`config.mk`:
```
export PLATFORM = sky130hd
export DESIGN_NAME = pio_send_buffer_packer
export DESIGN_NICKNAME = d
export VERILOG_FILES = /design/src/hdl/spb_pkg.sv /design/src/hdl/pio_send_buffer_packer.sv /design/src/hdl/spb_queue.sv /design/src/hdl/spb_front.sv /design/src/hdl/spb_back.sv
export SDC_FILE = /design/constraint.sdc
export NUM_CORES = 1
export LEC_CHECK = 0
export ABC_AREA = 1
export BUFFER_PORTS_ARGS = -buffer_cell sky130_fd_sc_hd__buf_2
export CORE_MARGIN = 2
export CORE_UTILIZATION = 31
export CTS_BUF_LIST = sky130_fd_sc_hd__clkbuf_4
export DETAILED_ROUTE_END_ITERATION = 12
export SKIP_LAST_GASP = 1
export SLEW_MARGIN = 30
export SYNTH_ARGS = -nofsm -noshare
export SYNTH_HDL_FRONTEND = slang
export SYNTH_SLANG_ARGS = --single-unit
```
`constraint.sdc`:
```
create_clock -name clk -period 7.7 [get_ports clk]
set_input_delay 0.77 -clock clk [delete_from_list [all_inputs] [get_ports clk]]
set_output_delay 0.77 -clock clk [all_outputs]
set_load 0.01 [all_outputs]
```
`src/hdl/spb_pkg.sv`:
```
// Shared types and constants for the send buffer packer.
// Used by every module of the block; no dependencies of its own.
package spb_pkg;

  localparam int DEF_BLOCK_QWORDS = 8;
  localparam int DEF_ADDR_BITS    = 16;
  localparam int DEF_QUEUE_DEPTH  = 4;

  localparam int QW_BITS   = 16;
  localparam int SIZE_BITS = 17;
  localparam int DATA_BITS = 64;
  localparam int CFG_BITS  = 17;

  localparam logic [SIZE_BITS-1:0] RING_SIZE_RESET = 17'd8;

  typedef enum logic [1:0] {
    OP_START = 2'd0,
    OP_DATA  = 2'd1,
    OP_END   = 2'd2
  } opcode_t;

  typedef enum logic {
    REG_RING_BASE = 1'b0,
    REG_RING_SIZE = 1'b1
  } reg_index_t;

  // One run of writes: qword indexes q_first..q_last of the packet, the first
  // carrying data, the rest zero.
  typedef struct packed {
    logic [QW_BITS-1:0]   pstart;
    logic [QW_BITS-1:0]   q_first;
    logic [QW_BITS-1:0]   q_last;
    logic [DATA_BITS-1:0] data;
  } cmd_t;

endpackage

```
`src/hdl/pio_send_buffer_packer.sv`:
```
// Top level of the send buffer packer: configuration registers, front end,
// command queue and back end. Depends on spb_pkg, spb_front, spb_queue, spb_back.
//
//  channel   direction  handshake            payload
//  input     in         in_valid/in_stall    opcode, data_word, start_qw
//  output    out        out_valid/out_stall  write_addr, in_sop, write_data, last
//  config    in         cfg_we               cfg_index, cfg_data
//
// The front end takes one word a cycle while the queue has room; with the back end idle
// the first write of an item passes the queue, the back end's command register
// and the output register. Start and paired data words give one write; an end word
// gives up to BLOCK_QWORDS writes from the back-end walker, one a cycle unless stalled.
// rst (synchronous) empties the queue and output register and clears packet state.
// Output stall holds the output register; the queue then fills and raises in_stall.
module pio_send_buffer_packer #(
  parameter int BLOCK_QWORDS = spb_pkg::DEF_BLOCK_QWORDS,
  parameter int ADDR_BITS    = spb_pkg::DEF_ADDR_BITS,
  parameter int QUEUE_DEPTH  = spb_pkg::DEF_QUEUE_DEPTH
) (
  input  logic                          clk,
  input  logic                          rst,
  input  logic                          cfg_we,
  input  logic                          cfg_index,
  input  logic [spb_pkg::CFG_BITS-1:0]  cfg_data,
  input  logic                          in_valid,
  output logic                          in_stall,
  input  logic [1:0]                    opcode,
  input  logic [spb_pkg::DATA_BITS-1:0] data_word,
  input  logic [spb_pkg::QW_BITS-1:0]   start_qw,
  output logic                          out_valid,
  input  logic                          out_stall,
  output logic [spb_pkg::QW_BITS-1:0]   write_addr,
  output logic                          in_sop,
  output logic [spb_pkg::DATA_BITS-1:0] write_data,
  output logic                          last
);
  import spb_pkg::*;

  logic [QW_BITS-1:0]   ring_base;
  logic [SIZE_BITS-1:0] ring_size;

  logic push;
  cmd_t push_cmd;
  logic queue_full;
  logic pop;
  cmd_t head;
  logic head_valid;

  always_ff @(posedge clk) begin
    if (rst) begin
      ring_base <= '0;
      ring_size <= RING_SIZE_RESET;
    end else if (cfg_we) begin
      case (cfg_index)
        REG_RING_BASE: ring_base <= cfg_data[QW_BITS-1:0];
        REG_RING_SIZE: ring_size <= cfg_data[SIZE_BITS-1:0];
        default:       ring_base <= ring_base;
      endcase
    end
  end

  spb_front #(
    .BLOCK_QWORDS(BLOCK_QWORDS)
  ) u_front (
    .clk       (clk),
    .rst       (rst),
    .in_valid  (in_valid),
    .in_stall  (in_stall),
    .opcode    (opcode),
    .data_word (data_word),
    .start_qw  (start_qw),
    .push      (push),
    .push_cmd  (push_cmd),
    .queue_full(queue_full)
  );

  spb_queue #(
    .DEPTH(QUEUE_DEPTH)
  ) u_queue (
    .clk       (clk),
    .rst       (rst),
    .push      (push),
    .push_cmd  (push_cmd),
    .full      (queue_full),
    .pop       (pop),
    .head      (head),
    .head_valid(head_valid)
  );

  spb_back #(
    .BLOCK_QWORDS(BLOCK_QWORDS),
    .ADDR_BITS   (ADDR_BITS)
  ) u_back (
    .clk       (clk),
    .rst       (rst),
    .head      (head),
    .head_valid(head_valid),
    .pop       (pop),
    .ring_base (ring_base),
    .ring_size (ring_size),
    .out_valid (out_valid),
    .out_stall (out_stall),
    .write_addr(write_addr),
    .in_sop    (in_sop),
    .write_data(write_data),
    .last      (last)
  );

endmodule

```
`src/hdl/spb_queue.sv`:
```
// Small flop-based command queue between the front and back ends.
// Depends on spb_pkg for the command type.
module spb_queue #(
  parameter int DEPTH = spb_pkg::DEF_QUEUE_DEPTH
) (
  input  logic         clk,
  input  logic         rst,
  input  logic         push,
  input  spb_pkg::cmd_t push_cmd,
  output logic         full,
  input  logic         pop,
  output spb_pkg::cmd_t head,
  output logic         head_valid
);
  import spb_pkg::*;

  localparam int PTR_W = (DEPTH > 1) ? $clog2(DEPTH) : 1;
  localparam int CNT_W = $clog2(DEPTH + 1);

  cmd_t             entries [DEPTH];
  logic [PTR_W-1:0] wr_ptr;
  logic [PTR_W-1:0] rd_ptr;
  logic [CNT_W-1:0] count;
  logic             do_push;
  logic             do_pop;

  assign full       = (count == CNT_W'(DEPTH));
  assign head_valid = (count != '0);
  assign head       = entries[rd_ptr];
  assign do_push    = push && !full;
  assign do_pop     = pop && head_valid;

  always_ff @(posedge clk) begin
    if (do_push) begin
      entries[wr_ptr] <= push_cmd;
    end
  end

  always_ff @(posedge clk) begin
    if (rst) begin
      wr_ptr <= '0;
      rd_ptr <= '0;
      count  <= '0;
    end else begin
      if (do_push) begin
        wr_ptr <= (wr_ptr == PTR_W'(DEPTH - 1)) ? '0 : wr_ptr + 1'b1;
      end
      if (do_pop) begin
        rd_ptr <= (rd_ptr == PTR_W'(DEPTH - 1)) ? '0 : rd_ptr + 1'b1;
      end
      case ({do_push, do_pop})
        2'b10:   count <= count + 1'b1;
        2'b01:   count <= count - 1'b1;
        default: count <= count;
      endcase
    end
  end

endmodule

```
`src/hdl/spb_front.sv`:
```
// Front end: accepts input words, pairs dwords, tracks the packet position
// and turns each item into at most one write command. Depends on spb_pkg.
module spb_front #(
  parameter int BLOCK_QWORDS = spb_pkg::DEF_BLOCK_QWORDS
) (
  input  logic                          clk,
  input  logic                          rst,
  input  logic                          in_valid,
  output logic                          in_stall,
  input  logic [1:0]                    opcode,
  input  logic [spb_pkg::DATA_BITS-1:0] data_word,
  input  logic [spb_pkg::QW_BITS-1:0]   start_qw,
  output logic                          push,
  output spb_pkg::cmd_t                 push_cmd,
  input  logic                          queue_full
);
  import spb_pkg::*;

  localparam int OFF_W = $clog2(BLOCK_QWORDS);

  logic [QW_BITS-1:0] pstart, pstart_next;
  logic [QW_BITS-1:0] ww, ww_next;
  logic [OFF_W-1:0]   off, off_next;
  logic [31:0]        held, held_next;
  logic               hv, hv_next;

  logic               accept;
  logic [OFF_W-1:0]   off_inc;
  logic [QW_BITS-1:0] ww1;
  logic [OFF_W-1:0]   off1;
  logic [16:0]        to_blk;
  logic [16:0]        to_wrap;
  logic [16:0]        pad;
  logic [QW_BITS-1:0] ww_end;

  assign in_stall = queue_full;
  assign accept   = in_valid && !queue_full;

  // Block offset of words_written; the counter wrapping to zero restarts it.
  assign off_inc = (ww == {QW_BITS{1'b1}} || off == OFF_W'(BLOCK_QWORDS - 1)) ?
                   '0 : off + 1'b1;

  // End: flush the held dword, then pad to the block edge or counter wrap.
  assign ww1     = hv ? ww + 1'b1 : ww;
  assign off1    = hv ? off_inc : off;
  assign to_blk  = 17'(BLOCK_QWORDS) - 17'(off1);
  assign to_wrap = 17'h10000 - {1'b0, ww1};
  assign pad     = (off1 == '0) ? '0 : ((to_blk < to_wrap) ? to_blk : to_wrap);
  assign ww_end  = ww1 + pad[QW_BITS-1:0];

  always_comb begin
    pstart_next = pstart;
    ww_next     = ww;
    off_next    = off;
    held_next   = held;
    hv_next     = hv;
    push        = 1'b0;
    push_cmd    = '{pstart: pstart, q_first: ww, q_last: ww, data: '0};
    if (accept) begin
      case (opcode)
        OP_START: begin
          pstart_next = start_qw;
          ww_next     = 16'd1;
          off_next    = OFF_W'(1);
          held_next   = '0;
          hv_next     = 1'b0;
          push        = 1'b1;
          push_cmd    = '{pstart: start_qw, q_first: '0, q_last: '0, data: data_word};
        end
        OP_DATA: begin
          if (hv) begin
            ww_next       = ww + 1'b1;
            off_next      = off_inc;
            held_next     = '0;
            hv_next       = 1'b0;
            push          = 1'b1;
            push_cmd.data = {data_word[31:0], held};
          end else begin
            held_next = data_word[31:0];
            hv_next   = 1'b1;
          end
        end
        OP_END: begin
          ww_next         = ww_end;
          off_next        = '0;
          held_next       = '0;
          hv_next         = 1'b0;
          push            = hv || (pad != '0);
          push_cmd.q_last = ww_end - 1'b1;
          push_cmd.data   = hv ? {32'd0, held} : '0;
        end
        default: begin
          // unused opcode: drop the word
        end
      endcase
    end
  end

  always_ff @(posedge clk) begin
    if (rst) begin
      pstart <= '0;
      ww     <= '0;
      off    <= '0;
      held   <= '0;
      hv     <= 1'b0;
    end else begin
      pstart <= pstart_next;
      ww     <= ww_next;
      off    <= off_next;
      held   <= held_next;
      hv     <= hv_next;
    end
  end

endmodule

```
`src/hdl/spb_back.sv`:
```
// Back end: walks each command one qword a cycle while not stalled, maps the packet
// index onto the ring and holds the result in the output register. Depends on spb_pkg.
module spb_back #(
  parameter int BLOCK_QWORDS = spb_pkg::DEF_BLOCK_QWORDS,
  parameter int ADDR_BITS    = spb_pkg::DEF_ADDR_BITS
) (
  input  logic                          clk,
  input  logic                          rst,
  input  spb_pkg::cmd_t                 head,
  input  logic                          head_valid,
  output logic                          pop,
  input  logic [spb_pkg::QW_BITS-1:0]   ring_base,
  input  logic [spb_pkg::SIZE_BITS-1:0] ring_size,
  output logic                          out_valid,
  input  logic                          out_stall,
  output logic [spb_pkg::QW_BITS-1:0]   write_addr,
  output logic                          in_sop,
  output logic [spb_pkg::DATA_BITS-1:0] write_data,
  output logic                          last
);
  import spb_pkg::*;

  localparam logic [QW_BITS-1:0] ADDR_MASK =
    (ADDR_BITS >= QW_BITS) ? {QW_BITS{1'b1}} : QW_BITS'((32'd1 << ADDR_BITS) - 1);

  cmd_t               act;
  logic               act_valid;
  logic [QW_BITS-1:0] act_q;
  logic               act_first;

  logic               can_load;
  logic               act_done;
  logic [16:0]        raw;
  logic [17:0]        ring_end;
  logic               wrapped;
  logic [16:0]        addr_wrap;

  assign can_load = !out_valid || !out_stall;
  assign act_done = (act_q == act.q_last);
  assign pop      = head_valid && (!act_valid || (can_load && act_done));

  assign raw       = {1'b0, act.pstart} + {1'b0, act_q};
  assign ring_end  = {2'b00, ring_base} + {1'b0, ring_size};
  assign wrapped   = ({1'b0, raw} >= ring_end);
  assign addr_wrap = wrapped ? raw - ring_size : raw;

  always_ff @(posedge clk) begin
    if (pop) begin
      act <= head;
    end
  end

  always_ff @(posedge clk) begin
    if (rst) begin
      act_valid <= 1'b0;
      act_q     <= '0;
      act_first <= 1'b0;
    end else if (pop) begin
      act_valid <= 1'b1;
      act_q     <= head.q_first;
      act_first <= 1'b1;
    end else if (act_valid && can_load) begin
      // advance to the next padding qword, or retire the command
      act_valid <= !act_done;
      act_q     <= act_q + 1'b1;
      act_first <= 1'b0;
    end
  end

  always_ff @(posedge clk) begin
    if (rst) begin
      out_valid <= 1'b0;
    end else if (can_load) begin
      out_valid <= act_valid;
    end
  end

  always_ff @(posedge clk) begin
    if (can_load && act_valid) begin
      write_addr <= addr_wrap[QW_BITS-1:0] & ADDR_MASK;
      in_sop     <= !wrapped && (act_q < QW_BITS'(BLOCK_QWORDS));
      write_data <= act_first ? act.data : '0;
      last       <= act_done;
    end
  end

endmodule

```
==> impl_metrics.env, run 1 <==
export IMPL_timing_final_setup_violations=0
export IMPL_yosys_cell_types_count=46
export IMPL_grt_setup_unrepaired="no"
export IMPL_track_usage_pct=15.8
export IMPL_p_switching_mw=4.76
export IMPL_postPlaceCellArea_mm2=0.0361
export IMPL_seq_area_frac_synth_pct=63.6
export IMPL_setup_worst_path_class="flop to flop"
export IMPL_powerDensity_mw_per_mm2=342
export IMPL_floorplan_die_area_mm2=0.111
export IMPL_numCtsBuffers=186
export IMPL_vias=24340
export IMPL_clock_tree_buffer_depth=3
export IMPL_sw_frac_of_total_pct=35.5
export IMPL_comb_power_share_pct=31.3
export IMPL_layout_worst_path_cycle_share_pct=82.8
export IMPL_cts_resized=0
export IMPL_drt_pass1_iter_count=6
export IMPL_antenna_found_initial=21
export IMPL_timing_critical_path_from_type="flop"
export IMPL_die_h_um=333
export IMPL_globalRoute_busiestLayer="met2"
export IMPL_grt_pass1_vias=23511
export IMPL_crit_path_max_incr_delay_ns=0.53
export IMPL_synth_instances=3165
export IMPL_globalplace_congestion=0.880
export IMPL_timing_slew_headroom_pct=35.4
export IMPL_cp_arrival_ns=7.12
export IMPL_core_area_mm2=0.107
export IMPL_gr_total_overflow=0
export IMPL_postRouteAntennaNets=0
export IMPL_layout_commonest_cell="sky130_fd_sc_hd__edfxtp_1"
export IMPL_report_final_hold_viol_count=0
export IMPL_postSynth_asyncResetShare_pct=0
export IMPL_synthesis_area_mm2=0.0336
export IMPL_met3_usage_pct=4.65
export IMPL_status="finished, final reports clean"
export IMPL_finish_utilization_pct=36.5
export IMPL_finalMaxSlewViolations=0
export IMPL_chipWidth_um=333
export IMPL_cp_required_ns=8.45
export IMPL_stdcell_area_mm2=0.0392
export IMPL_detail_route_vias_per_cell=4.82
export IMPL_dp_hpwl_mm=56.0
export IMPL_number_of_levels_in_the_clock_h_tree=4
export IMPL_ctsRootBufferMaster="sky130_fd_sc_hd__clkbuf_4"
export IMPL_worstMarginPinSlew_ns=0.969
export IMPL_clockPowerShare_pct=26.3
export IMPL_pin_count=189
export IMPL_seq_power_share_pct=42.4
export IMPL_hp_class="input pin to flop"
export IMPL_area_delta_synth_final_pct=16.7
export IMPL_drt_iter0_drc=1792
export IMPL_p_leak_nw=15.1
export IMPL_clock_input_transition_at_the_sequential_cells_of_the_worst_setup_and_hold_paths_ns=0.07
export IMPL_ctsHoldBuffers=48
export IMPL_yosys_register_bits=755
export IMPL_grt_start_max_net_pins=142
export IMPL_io_buffer_count=188
export IMPL_post_route_cells_drive_above_1_share_pct=16.3
export IMPL_max_cap_viol_count=0
export IMPL_clock_tree_from_tritoncts="done"
export IMPL_min_period_ns=6.37
export IMPL_nets=3686
export IMPL_critPathMostFrequentCell="sky130_fd_sc_hd__nand2_1"
export IMPL_fin_hold_ws_ns=0.104
export IMPL_clock_sink_count=755
export IMPL_fp_row_count=120
export IMPL_syn_mean_instance_area_um2=10.6
export IMPL_final_wirelength_mm=89.4
export IMPL_fin_worst_skew_ns=0.0498
export IMPL_worst_setup_path_end_kind="flop"
export IMPL_drc=0
export IMPL_ys_warnings_count=0
export IMPL_mostFrequentLayoutCells="626 x sky130_fd_sc_hd__edfxtp_1, 427 x sky130_fd_sc_hd__nor2_1, 383 x sky130_fd_sc_hd__nand2_1"
export IMPL_postCtsSetupRepairBufs=0
export IMPL_fill_cells=10541
export IMPL_maxClockFrequency_mhz=157
export IMPL_grt_pass1_wl_mm=136
export IMPL_internal_power_mw=8.65
export IMPL_cp_slowest_cell="sky130_fd_sc_hd__nor2_1"
export IMPL_detail_route_wl_per_cell_um=17.7
export IMPL_grtUsageMet1_pct=20.4
export IMPL_clk_latency_ns=1.05
export IMPL_ys_flop_type="sky130_fd_sc_hd__edfxtp_1"
export IMPL_count_of_flip_flops_with_a_built_in_enable_after_synthesis=626
export IMPL_critical_path_max_fanout=11
export IMPL_groute_layer_met2_usage_pct=24.8
export IMPL_ir_drop_v=0.000178
export IMPL_initial_core_util_pct=31.3
[cell usage after synthesis, types with 22 or more instances]
cell | count | area share [%]
sky130_fd_sc_hd__o22ai_1 | 113 | 2.1
sky130_fd_sc_hd__a22oi_1 | 38 | 0.85
sky130_fd_sc_hd__clkbuf_1 | 137 | 1.5
sky130_fd_sc_hd__a21oi_1 | 199 | 3.0
sky130_fd_sc_hd__edfxtp_1 | 626 | 56
sky130_fd_sc_hd__dfxtp_1 | 129 | 7.7
sky130_fd_sc_hd__xnor2_1 | 22 | 0.57
sky130_fd_sc_hd__xor2_1 | 64 | 1.7
sky130_fd_sc_hd__nor2_1 | 434 | 4.8
sky130_fd_sc_hd__nand2_1 | 384 | 4.3
sky130_fd_sc_hd__ha_1 | 100 | 3.7
sky130_fd_sc_hd__o21ai_0 | 317 | 4.7
sky130_fd_sc_hd__nand3_1 | 135 | 2.0
sky130_fd_sc_hd__inv_1 | 280 | 3.1
[state kept, by name, indices dropped and copies added (netlist names), 3 cells and up, named ones only]
name and count:
u_back.write_data 64, u_front.ww 16, u_queue.count 3, u_back.act_q 16, u_back.write_addr 16, ring_base 16
u_back.act 96, u_front.held 32, u_front.off 3, u_queue.entries 448, u_front.pstart 16, ring_size 17
[layout make-up]
type / instances / area [um2] / area share, %
clock inverter: 52 / 384 / 0.980
antenna: 15 / 37.5 / 0.0957
multi-input combinational: 1977 / 10600 / 27.1
sequential: 755 / 21400 / 54.6
clock buffer: 290 / 2180 / 5.55
inverter: 287 / 1090 / 2.78
tap: 1403 / 1760 / 4.48
timing repair buffer: 269 / 1740 / 4.45
[critical path, delay by kind of cell (launching register included)]
| kind | cells | cell delay (ns) |
|---|---|---|
| flops | 1 | 0.43 |
| xor+xnor | 1 | 0.38 |
| fa+ha+maj | 4 | 1.05 |
| simple gates | 20 | 2.73 |
| buf+inv | 3 | 0.21 |
| compound gates | 7 | 1.28 |
[power groups by stage]
stage,sequential [mW],combinational (mW),clock (mW)
finish,5.68,4.19,3.53
global route,5.75,4.74,3.84
CTS,5.69,4.25,3.63
detailed placement,5.77,4.20,0
global placement,5.77,4.15,0
floorplan,5.78,2.83,0
[cells by family after synthesis]
logic type,Yosys count,synth area share (%)
and+or+nand+nor,1039,12.9
DFF,755,63.6
AOI/OAI and AO/OA,736,12.2
buffers and inverters,443,5.00
adders and majority gates,105,4.02
xor gates and xnor gates,86,2.24
other,1,0.0112
[layer usage]
layer	up-vias	routed length [um]
met5	-	139
met4	22	2600
met3	165	6090
met2	719	41000
met1	11585	39600
li1	11849	-
[stage by stage]
step	setup slack [ns]	cells	power [mW]	setup TNS, ns
final	1.33	5048	13.4	0
after global routing	0.679	5042	14.3	0
after detailed placement	1.43	4643	9.98	0
after CTS	1.40	5033	13.6	0
after floorplan	-0.390	3175	8.61	-174.51
after global placement	1.50	4642	9.92	0
[final timing paths]
check                                                   start                               end  slack, ns  cells after the start
worst min-delay path                            data_word[10]     u_front.held[10]$_SDFFE_PP0P_       0.10                      3
worst max-delay path               u_front.ww[5]$_SDFFE_PP0P_  u_queue.entries[2][79]$_DFFE_PP_       1.33                     35
worst min register to register  u_front.held[31]$_SDFFE_PP0P_     u_front.held[31]$_SDFFE_PP0P_       0.47                      2
worst max register to register     u_front.ww[5]$_SDFFE_PP0P_  u_queue.entries[2][79]$_DFFE_PP_       1.33                     35
No activity file was read; power rests on OpenSTA's default activity.
==> inputs of run 2 (changes only) <==
==> constraint.sdc (replaced) <==
create_clock -name clk -period 5.2 [get_ports clk]
set_input_delay 0.52 -clock clk [delete_from_list [all_inputs] [get_ports clk]]
set_output_delay 0.52 -clock clk [all_outputs]
set_load 0.01 [all_outputs]
==> run 2 against run 1 <==
Effect of this change: register-to-register slack worse by 1.2 ns; critical path depth up 1; worst hold slack worse by 0.040 ns; die area unchanged; setup slack worse by 1.2 ns; via count up 2.9%; sequential share of layout area down 2.2 points; critical path type unchanged; largest power group unchanged; highest routed layer unchanged.
==> impl_metrics.env, run 2 (synthesized netlist as in run 1, its figures left out) <==
export IMPL_report_final_hold_viol_count=0
export IMPL_post_route_cells_drive_above_1_share_pct=19.2
export IMPL_area_delta_synth_final_pct=21.7
export IMPL_cp_arrival_ns=5.82
export IMPL_worst_hold_path_num_cells=3
export IMPL_p_switching_mw=7.33
export IMPL_ctsRootBufferMaster="sky130_fd_sc_hd__clkbuf_4"
export IMPL_internal_power_mw=12.8
export IMPL_hp_class="input pin to flop"
export IMPL_cp_required_ns=5.90
export IMPL_number_of_flip_flops_under_the_largest_register_name=448
export IMPL_ir_drop_v=0.000291
export IMPL_globalplace_congestion=0.831
export IMPL_chipWidth_um=333
export IMPL_powerDensity_mw_per_mm2=493
export IMPL_timing_critical_path_from_type="flop"
export IMPL_clock_tree_buffer_depth=3
export IMPL_finish_utilization_pct=38.1
export IMPL_maxClockFrequency_mhz=196
export IMPL_postRouteAntennaNets=0
export IMPL_layout_worst_path_cycle_share_pct=98.3
export IMPL_place_detailed_instances=4711
export IMPL_fp_row_count=120
export IMPL_antenna_found_initial=10
export IMPL_detail_route_vias_per_cell=4.82
export IMPL_gr_total_overflow=0
export IMPL_max_cap_viol_count=0
export IMPL_min_period_ns=5.11
export IMPL_worst_r2r_cell_count=36
export IMPL_io_buffer_count=188
export IMPL_mostFrequentLayoutCells="626 x sky130_fd_sc_hd__edfxtp_1, 421 x sky130_fd_sc_hd__nor2_1, 371 x sky130_fd_sc_hd__nand2_1"
export IMPL_layout_commonest_cell="sky130_fd_sc_hd__edfxtp_1"
export IMPL_ff_latch_area_mm2=0.0214
export IMPL_number_of_levels_in_the_clock_h_tree=4
export IMPL_registers_top_by_ff_count="u_queue.entries"
export IMPL_stdcell_area_mm2=0.0409
export IMPL_core_area_mm2=0.107
export IMPL_fill_cells=10417
export IMPL_clock_input_transition_at_the_sequential_cells_of_the_worst_setup_and_hold_paths_ns=0.06
export IMPL_drc=0
export IMPL_initial_core_util_pct=31.3
export IMPL_vias=25054
export IMPL_critical_path_n_buffers_inverters=7
export IMPL_timing_slew_headroom_pct=38.7
export IMPL_grt_start_max_net_pins=168
export IMPL_fin_hold_ws_ns=0.0646
export IMPL_worst_setup_path_end_kind="flop"
export IMPL_track_usage_pct=16.1
export IMPL_status="finished, final reports clean"
export IMPL_worstMarginPinSlew_ns=0.920
export IMPL_dp_hpwl_mm=55.9
export IMPL_setup_worst_path_class="flop to flop"
export IMPL_grt_setup_unrepaired="yes"
export IMPL_multi_input_comb_area_mm2=0.0109
export IMPL_drt_iter0_drc=1743
export IMPL_cp_num_cells=36
export IMPL_post_route_setup_tns_ns=0
export IMPL_p_leak_nw=15.9
export IMPL_nets=3841
export IMPL_top_delay_family_on_crit_path="simple AND/OR/NAND/NOR gates"
export IMPL_final_cells=5199
export IMPL_grt_pass1_vias=24213
export IMPL_drt_pass1_iter_count=6
export IMPL_numCtsBuffers=189
export IMPL_floorplan_die_area_mm2=0.111
export IMPL_die_h_um=333
export IMPL_sw_frac_of_total_pct=36.4
export IMPL_detail_route_wl_per_cell_um=17.6
export IMPL_crit_path_max_incr_delay_ns=0.38
export IMPL_clk_latency_ns=1.07
export IMPL_pin_count=189
export IMPL_clock_sink_count=755
export IMPL_final_wirelength_mm=91.4
export IMPL_largestRegisters="u_queue.entries (448), u_back.act (96), u_back.write_data (64)"
export IMPL_seq_power_share_pct=41.8
export IMPL_fin_worst_skew_ns=0.0847
export IMPL_grt_pass1_wl_mm=140
export IMPL_timing_final_setup_violations=0
export IMPL_finalMaxSlewViolations=0
export IMPL_cp_slowest_cell="sky130_fd_sc_hd__fa_2"
export IMPL_postPlaceCellArea_mm2=0.0367
export IMPL_clockPowerShare_pct=25.4
export IMPL_clock_tree_from_tritoncts="done"
export IMPL_comb_power_share_pct=32.9
export IMPL_critical_path_max_fanout=4
run 2: layout make-up:
type / count / area share (%)
antenna: 7 / 0.0429
clock buffer: 275 / 5.05
clock inverter: 74 / 1.10
inverter: 287 / 2.66
multi-input combinational: 1977 / 26.8
sequential: 755 / 52.3
tap: 1403 / 4.29
timing repair buffer: 421 / 7.74
run 2: layer usage:
layer  track usage [%]  wire (um)  up-vias  share of wire [%]
met2              25.1      41500      801                 45
met3              3.91       6300      143                6.9
met1              21.8      41300    11951                 45
met4              5.56       2260       10                2.5
met5                 0         54        -              0.059
li1                  -          -    12149                  -
run 2: stage by stage:
| stage | setup WS (ns) | total power, mW |
|---|---|---|
| 6_report | 0.0883 | 20.1 |
| 4_1_cts | 0.00795 | 20.2 |
| 3_3_place_gp | -0.208 | 14.9 |
| 2_1_floorplan | -1.02 | 12.7 |
| 5_1_grt | -0.215 | 21.5 |
| 3_5_place_dp | -0.319 | 15.0 |
run 2: worst paths after layout:
check                                                  start                                to  slack, ns
worst min register to register  u_front.held[2]$_SDFFE_PP0P_      u_front.held[2]$_SDFFE_PP0P_       0.47
worst max-delay path             u_front.ww[13]$_SDFFE_PP0P_  u_queue.entries[1][78]$_DFFE_PP_       0.09
worst max register to register   u_front.ww[13]$_SDFFE_PP0P_  u_queue.entries[1][78]$_DFFE_PP_       0.09
worst min-delay path                                     rst     u_queue.count[1]$_SDFFE_PP0P_       0.06
run 2: timing repair:
item	in CTS	in global routing
hold buffers	123	0
buffers inserted	0	9
resized for setup	16	68
pin swaps	9	43
hold endpoints to repair	343	0
setup endpoints to repair	32	47
run 2: worst reg2reg max path: cells and delay by family, from the launching register on:
family                   cells  cell delay, ns
XOR/XNOR                     1            0.21
buffers and inverters        7            0.49
adder cells (fa/ha/maj)      5            1.13
AO/OA/AOI/OAI                3            0.23
flip-flops                   1            0.34
AND/OR/NAND/NOR             20            2.42
run 2: power by group through the flow:
stage	Sequential [mW]	Clock [mW]	Combinational (mW)
2_1_floorplan	8.54	0	4.20
3_3_place_gp	8.54	0	6.35
3_5_place_dp	8.54	0	6.44
4_1_cts	8.42	5.26	6.56
5_1_grt	8.51	5.57	7.40
6_report	8.42	5.11	6.62
==> inputs of run 3 (changes only) <==
--- a/config.mk
+++ b/config.mk
@@ -5,12 +5,11 @@
 export SDC_FILE = /design/constraint.sdc
 export NUM_CORES = 1
 export LEC_CHECK = 0
-export ABC_AREA = 1
-export BUFFER_PORTS_ARGS = -buffer_cell sky130_fd_sc_hd__buf_2
 export CORE_MARGIN = 2
 export CORE_UTILIZATION = 31
 export CTS_BUF_LIST = sky130_fd_sc_hd__clkbuf_4
 export DETAILED_ROUTE_END_ITERATION = 12
+export DONT_BUFFER_PORTS = 1
 export SKIP_LAST_GASP = 1
 export SLEW_MARGIN = 30
 export SYNTH_ARGS = -nofsm -noshare
==> run 3 against run 2 <==
Effect of this change: the flow now finishes with violations (setup timing); combinational power is 12% lower; sequential share of layout area is 1.3 points higher; critical path depth is 10 lower; clock skew is 0.015 ns lower; first-iteration DRC count is 30% lower; clock power is 3% lower; flip-flop and latch count stayed put; cell area is 2.4% lower; critical path type unchanged; critical endpoint is now u_queue.entries[3][79]$_DFFE_PP_; largest cell class unchanged; largest power group unchanged; highest routed layer unchanged.
==> impl_metrics.env, run 3 <==
export IMPL_syn_mean_instance_area_um2=14.0
export IMPL_gr_total_overflow=0
export IMPL_timing_critical_path_from_type="flop"
export IMPL_synth_top_area_cell="sky130_fd_sc_hd__edfxtp_1"
export IMPL_largestRegisters="u_queue.entries (448), u_back.act (96), u_back.write_data (64)"
export IMPL_clock_sink_count=755
export IMPL_timing_final_setup_violations=49
export IMPL_grt_setup_unrepaired="yes"
export IMPL_synth_top_cell_area_share_pct=56.8
export IMPL_failed_checks="setup timing"
export IMPL_ys_flop_type="sky130_fd_sc_hd__edfxtp_1"
export IMPL_post_route_cells_drive_above_1_share_pct=24.9
export IMPL_numCtsBuffers=186
export IMPL_cp_arrival_ns=6.72
export IMPL_clk_latency_ns=1.06
export IMPL_area_delta_synth_final_pct=20.6
export IMPL_synthTopCellsByArea="sky130_fd_sc_hd__edfxtp_1 57%, sky130_fd_sc_hd__dfxtp_1 7.8%, sky130_fd_sc_hd__mux4_2 7.6%"
export IMPL_core_area_mm2=0.106
export IMPL_yosysMostFrequentCell="sky130_fd_sc_hd__edfxtp_1"
export IMPL_wl_met1_mm=35.0
export IMPL_stdcell_area_mm2=0.0399
export IMPL_seq_area_frac_synth_pct=64.6
export IMPL_clock_tree_from_tritoncts="done"
export IMPL_grt_pass1_vias=20948
export IMPL_wl_met3_mm=3.97
export IMPL_routed_top_layer="met5"
export IMPL_yosys_register_bits=755
export IMPL_critical_path_max_fanout=6
export IMPL_maxClockFrequency_mhz=168
export IMPL_track_usage_pct=14.7
export IMPL_antenna_found_initial=14
export IMPL_drt_pass1_iter_count=5
export IMPL_final_wirelength_mm=81.2
export IMPL_count_of_flip_flops_with_a_built_in_enable_after_synthesis=626
export IMPL_registers_top_by_ff_count="u_queue.entries"
export IMPL_yosys_cell_types_count=75
export IMPL_die_h_um=331
export IMPL_layout_commonest_cell="sky130_fd_sc_hd__edfxtp_1"
export IMPL_report_final_hold_viol_count=0
export IMPL_number_of_flip_flops_under_the_largest_register_name=448
export IMPL_cp_required_ns=5.96
export IMPL_postSynth_asyncResetShare_pct=0
export IMPL_ys_warnings_count=0
export IMPL_synth_top_cells_by_count="626 x sky130_fd_sc_hd__edfxtp_1, 175 x sky130_fd_sc_hd__nor2_1, 174 x sky130_fd_sc_hd__nand2_1"
export IMPL_ctsRootBufferMaster="sky130_fd_sc_hd__clkbuf_4"
export IMPL_dp_hpwl_mm=51.5
export IMPL_pin_count=189
export IMPL_synth_instances=2356
export IMPL_layout_worst_path_cycle_share_pct=115
export IMPL_hp_class="input pin to flop"
export IMPL_grt_pass1_wl_mm=123
export IMPL_ir_drop_v=0.000551
export IMPL_globalplace_congestion=0.864
export IMPL_initial_core_util_pct=31.4
export IMPL_finalMaxSlewViolations=0
export IMPL_placement_setup_worst_slack_ns=-0.728
export IMPL_max_cap_viol_count=0
export IMPL_io_buffer_count=0
export IMPL_vias=20625
export IMPL_setup_worst_path_class="flop to flop"
export IMPL_p_leak_nw=14.0
export IMPL_status="complete, but fails checks"
export IMPL_clock_tree_buffer_depth=3
export IMPL_chipWidth_um=331
export IMPL_synthesis_area_mm2=0.0331
export IMPL_grt_start_max_net_pins=144
export IMPL_powerDensity_mw_per_mm2=484
export IMPL_drc=0
export IMPL_floorplan_die_area_mm2=0.109
export IMPL_fp_row_count=119
export IMPL_postPlaceCellArea_mm2=0.0360
export IMPL_nets=2913
export IMPL_worstMarginPinSlew_ns=0.888
export IMPL_mostFrequentLayoutCells="626 x sky130_fd_sc_hd__edfxtp_1, 280 x sky130_fd_sc_hd__clkbuf_4, 173 x sky130_fd_sc_hd__nand2_1"
export IMPL_detail_route_vias_per_cell=4.85
export IMPL_clock_input_transition_at_the_sequential_cells_of_the_worst_setup_and_hold_paths_ns=0.07
export IMPL_routed_wl_met2_mm=39.8
export IMPL_number_of_levels_in_the_clock_h_tree=4
export IMPL_min_period_ns=5.96
export IMPL_worst_setup_path_end_kind="flop"
export IMPL_timing_slew_headroom_pct=40.3
export IMPL_postRouteAntennaNets=0
export IMPL_drt_iter0_drc=1227
export IMPL_fin_worst_skew_ns=0.0699
export IMPL_detail_route_wl_per_cell_um=19.1
export IMPL_final_setup_slack_of_the_worst_path_ns=-0.757
-- run 3: changes by cell type in the layout (fill, tap and decap cells not counted), sizes merged, moves of 112 or more --
cell,previous run,this run
nor2,445,175
o21ai,321,62
inv,290,61
nand2,401,174
buf,298,163
mux4,0,112
-- run 3: worst max-delay path: stages (launching register included) --
cell and delay (ns):
sky130_fd_sc_hd__dfxtp_2 0.33, sky130_fd_sc_hd__nand4_1 0.23, sky130_fd_sc_hd__nor4_4 0.45, sky130_fd_sc_hd__nor3_2 0.11, sky130_fd_sc_hd__mux2_4 0.29, sky130_fd_sc_hd__inv_4 0.07
sky130_fd_sc_hd__ha_4 0.13, sky130_fd_sc_hd__ha_4 0.20, sky130_fd_sc_hd__ha_4 0.25, sky130_fd_sc_hd__a31o_4 0.15, sky130_fd_sc_hd__a21oi_4 0.06, sky130_fd_sc_hd__nor4_4 0.31
sky130_fd_sc_hd__o2111ai_4 0.20, sky130_fd_sc_hd__nor2_2 0.15, sky130_fd_sc_hd__a211oi_2 0.05, sky130_fd_sc_hd__ha_2 0.20, sky130_fd_sc_hd__fa_2 0.39, sky130_fd_sc_hd__a21o_1 0.20
sky130_fd_sc_hd__a211oi_2 0.30, sky130_fd_sc_hd__o21ai_2 0.11, sky130_fd_sc_hd__nor3b_2 0.19, sky130_fd_sc_hd__o22ai_1 0.15, sky130_fd_sc_hd__xnor2_1 0.11, sky130_fd_sc_hd__or4b_4 0.60
sky130_fd_sc_hd__nor4_4 0.18, sky130_fd_sc_hd__xnor2_1 0.17, sky130_fd_sc_hd__o21ai_2 0.11
-- run 3: cells by family after synthesis --
group	count (synthesis)	share of synthesized area, %
and+or+nand+nor	660	9.74
xor gates and xnor gates	106	2.87
muxes	152	8.96
DFF	755	64.6
AOI/OAI and AO/OA	395	7.63
buffers and inverters	182	2.11
adders and majority gates	105	4.08
other	1	0.0113
-- run 3: per-layer routing --
metal / vias up / track usage [%]
met4: 14 / 6.23
li1: 9760 / -
met5: - / 0
met3: 170 / 3.33
met1: 10168 / 18.6
met2: 513 / 24.2
-- run 3: cell type report --
class | count | area (um2)
clock inverter | 60 | 374
multi-input combinational | 1429 | 11500
clock buffer | 280 | 2100
sequential | 755 | 21400
tap | 1391 | 1740
fill | 9907 | 65700
antenna | 8 | 20.0
timing repair buffer | 275 | 2600
inverter | 56 | 213
-- run 3: repair_timing --
| item | CTS | global route |
|---|---|---|
| setup buffers | 6 | 4 |
| setup endpoints to repair | 50 | 75 |
| gates resized for setup | 21 | 16 |
| pin swaps | 3 | 15 |
| hold buffers | 113 | 0 |
| endpoints found under the hold margin | 449 | 0 |
-- run 3: metrics by stage --
step	std cells	hold WS, ns	setup TNS, ns	util, %	total power, mW
2_1_floorplan	2366	0.432	-5.28	-	12.5
3_3_place_gp	3783	0.437	-15.86	34.1	14.3
3_5_place_dp	3783	0.443	-19.12	34.1	14.4
4_1_cts	4242	0.000353	-19.01	37.7	19.6
5_1_grt	4254	0.0521	-44.04	37.8	20.5
6_report	4254	0.136	-24.27	37.8	19.3
-- run 3: final timing paths --
path	from	to	slack [ns]	cells past startpoint
max	u_front.ww[9]$_SDFFE_PP0P_	u_queue.entries[3][79]$_DFFE_PP_	-0.76	26
min	opcode[0]	u_queue.wr_ptr[1]$_SDFFE_PP0P_	0.14	4
max reg2reg	u_front.ww[9]$_SDFFE_PP0P_	u_queue.entries[3][79]$_DFFE_PP_	-0.76	26
min reg2reg	u_front.held[5]$_SDFFE_PP0P_	u_front.held[5]$_SDFFE_PP0P_	0.45	2
-- run 3: report_power, final --
part	internal, mW	switching [mW]
registers	7.86	0.627
clock network	2.59	2.39
logic	2.52	3.32
total	13.0	6.33
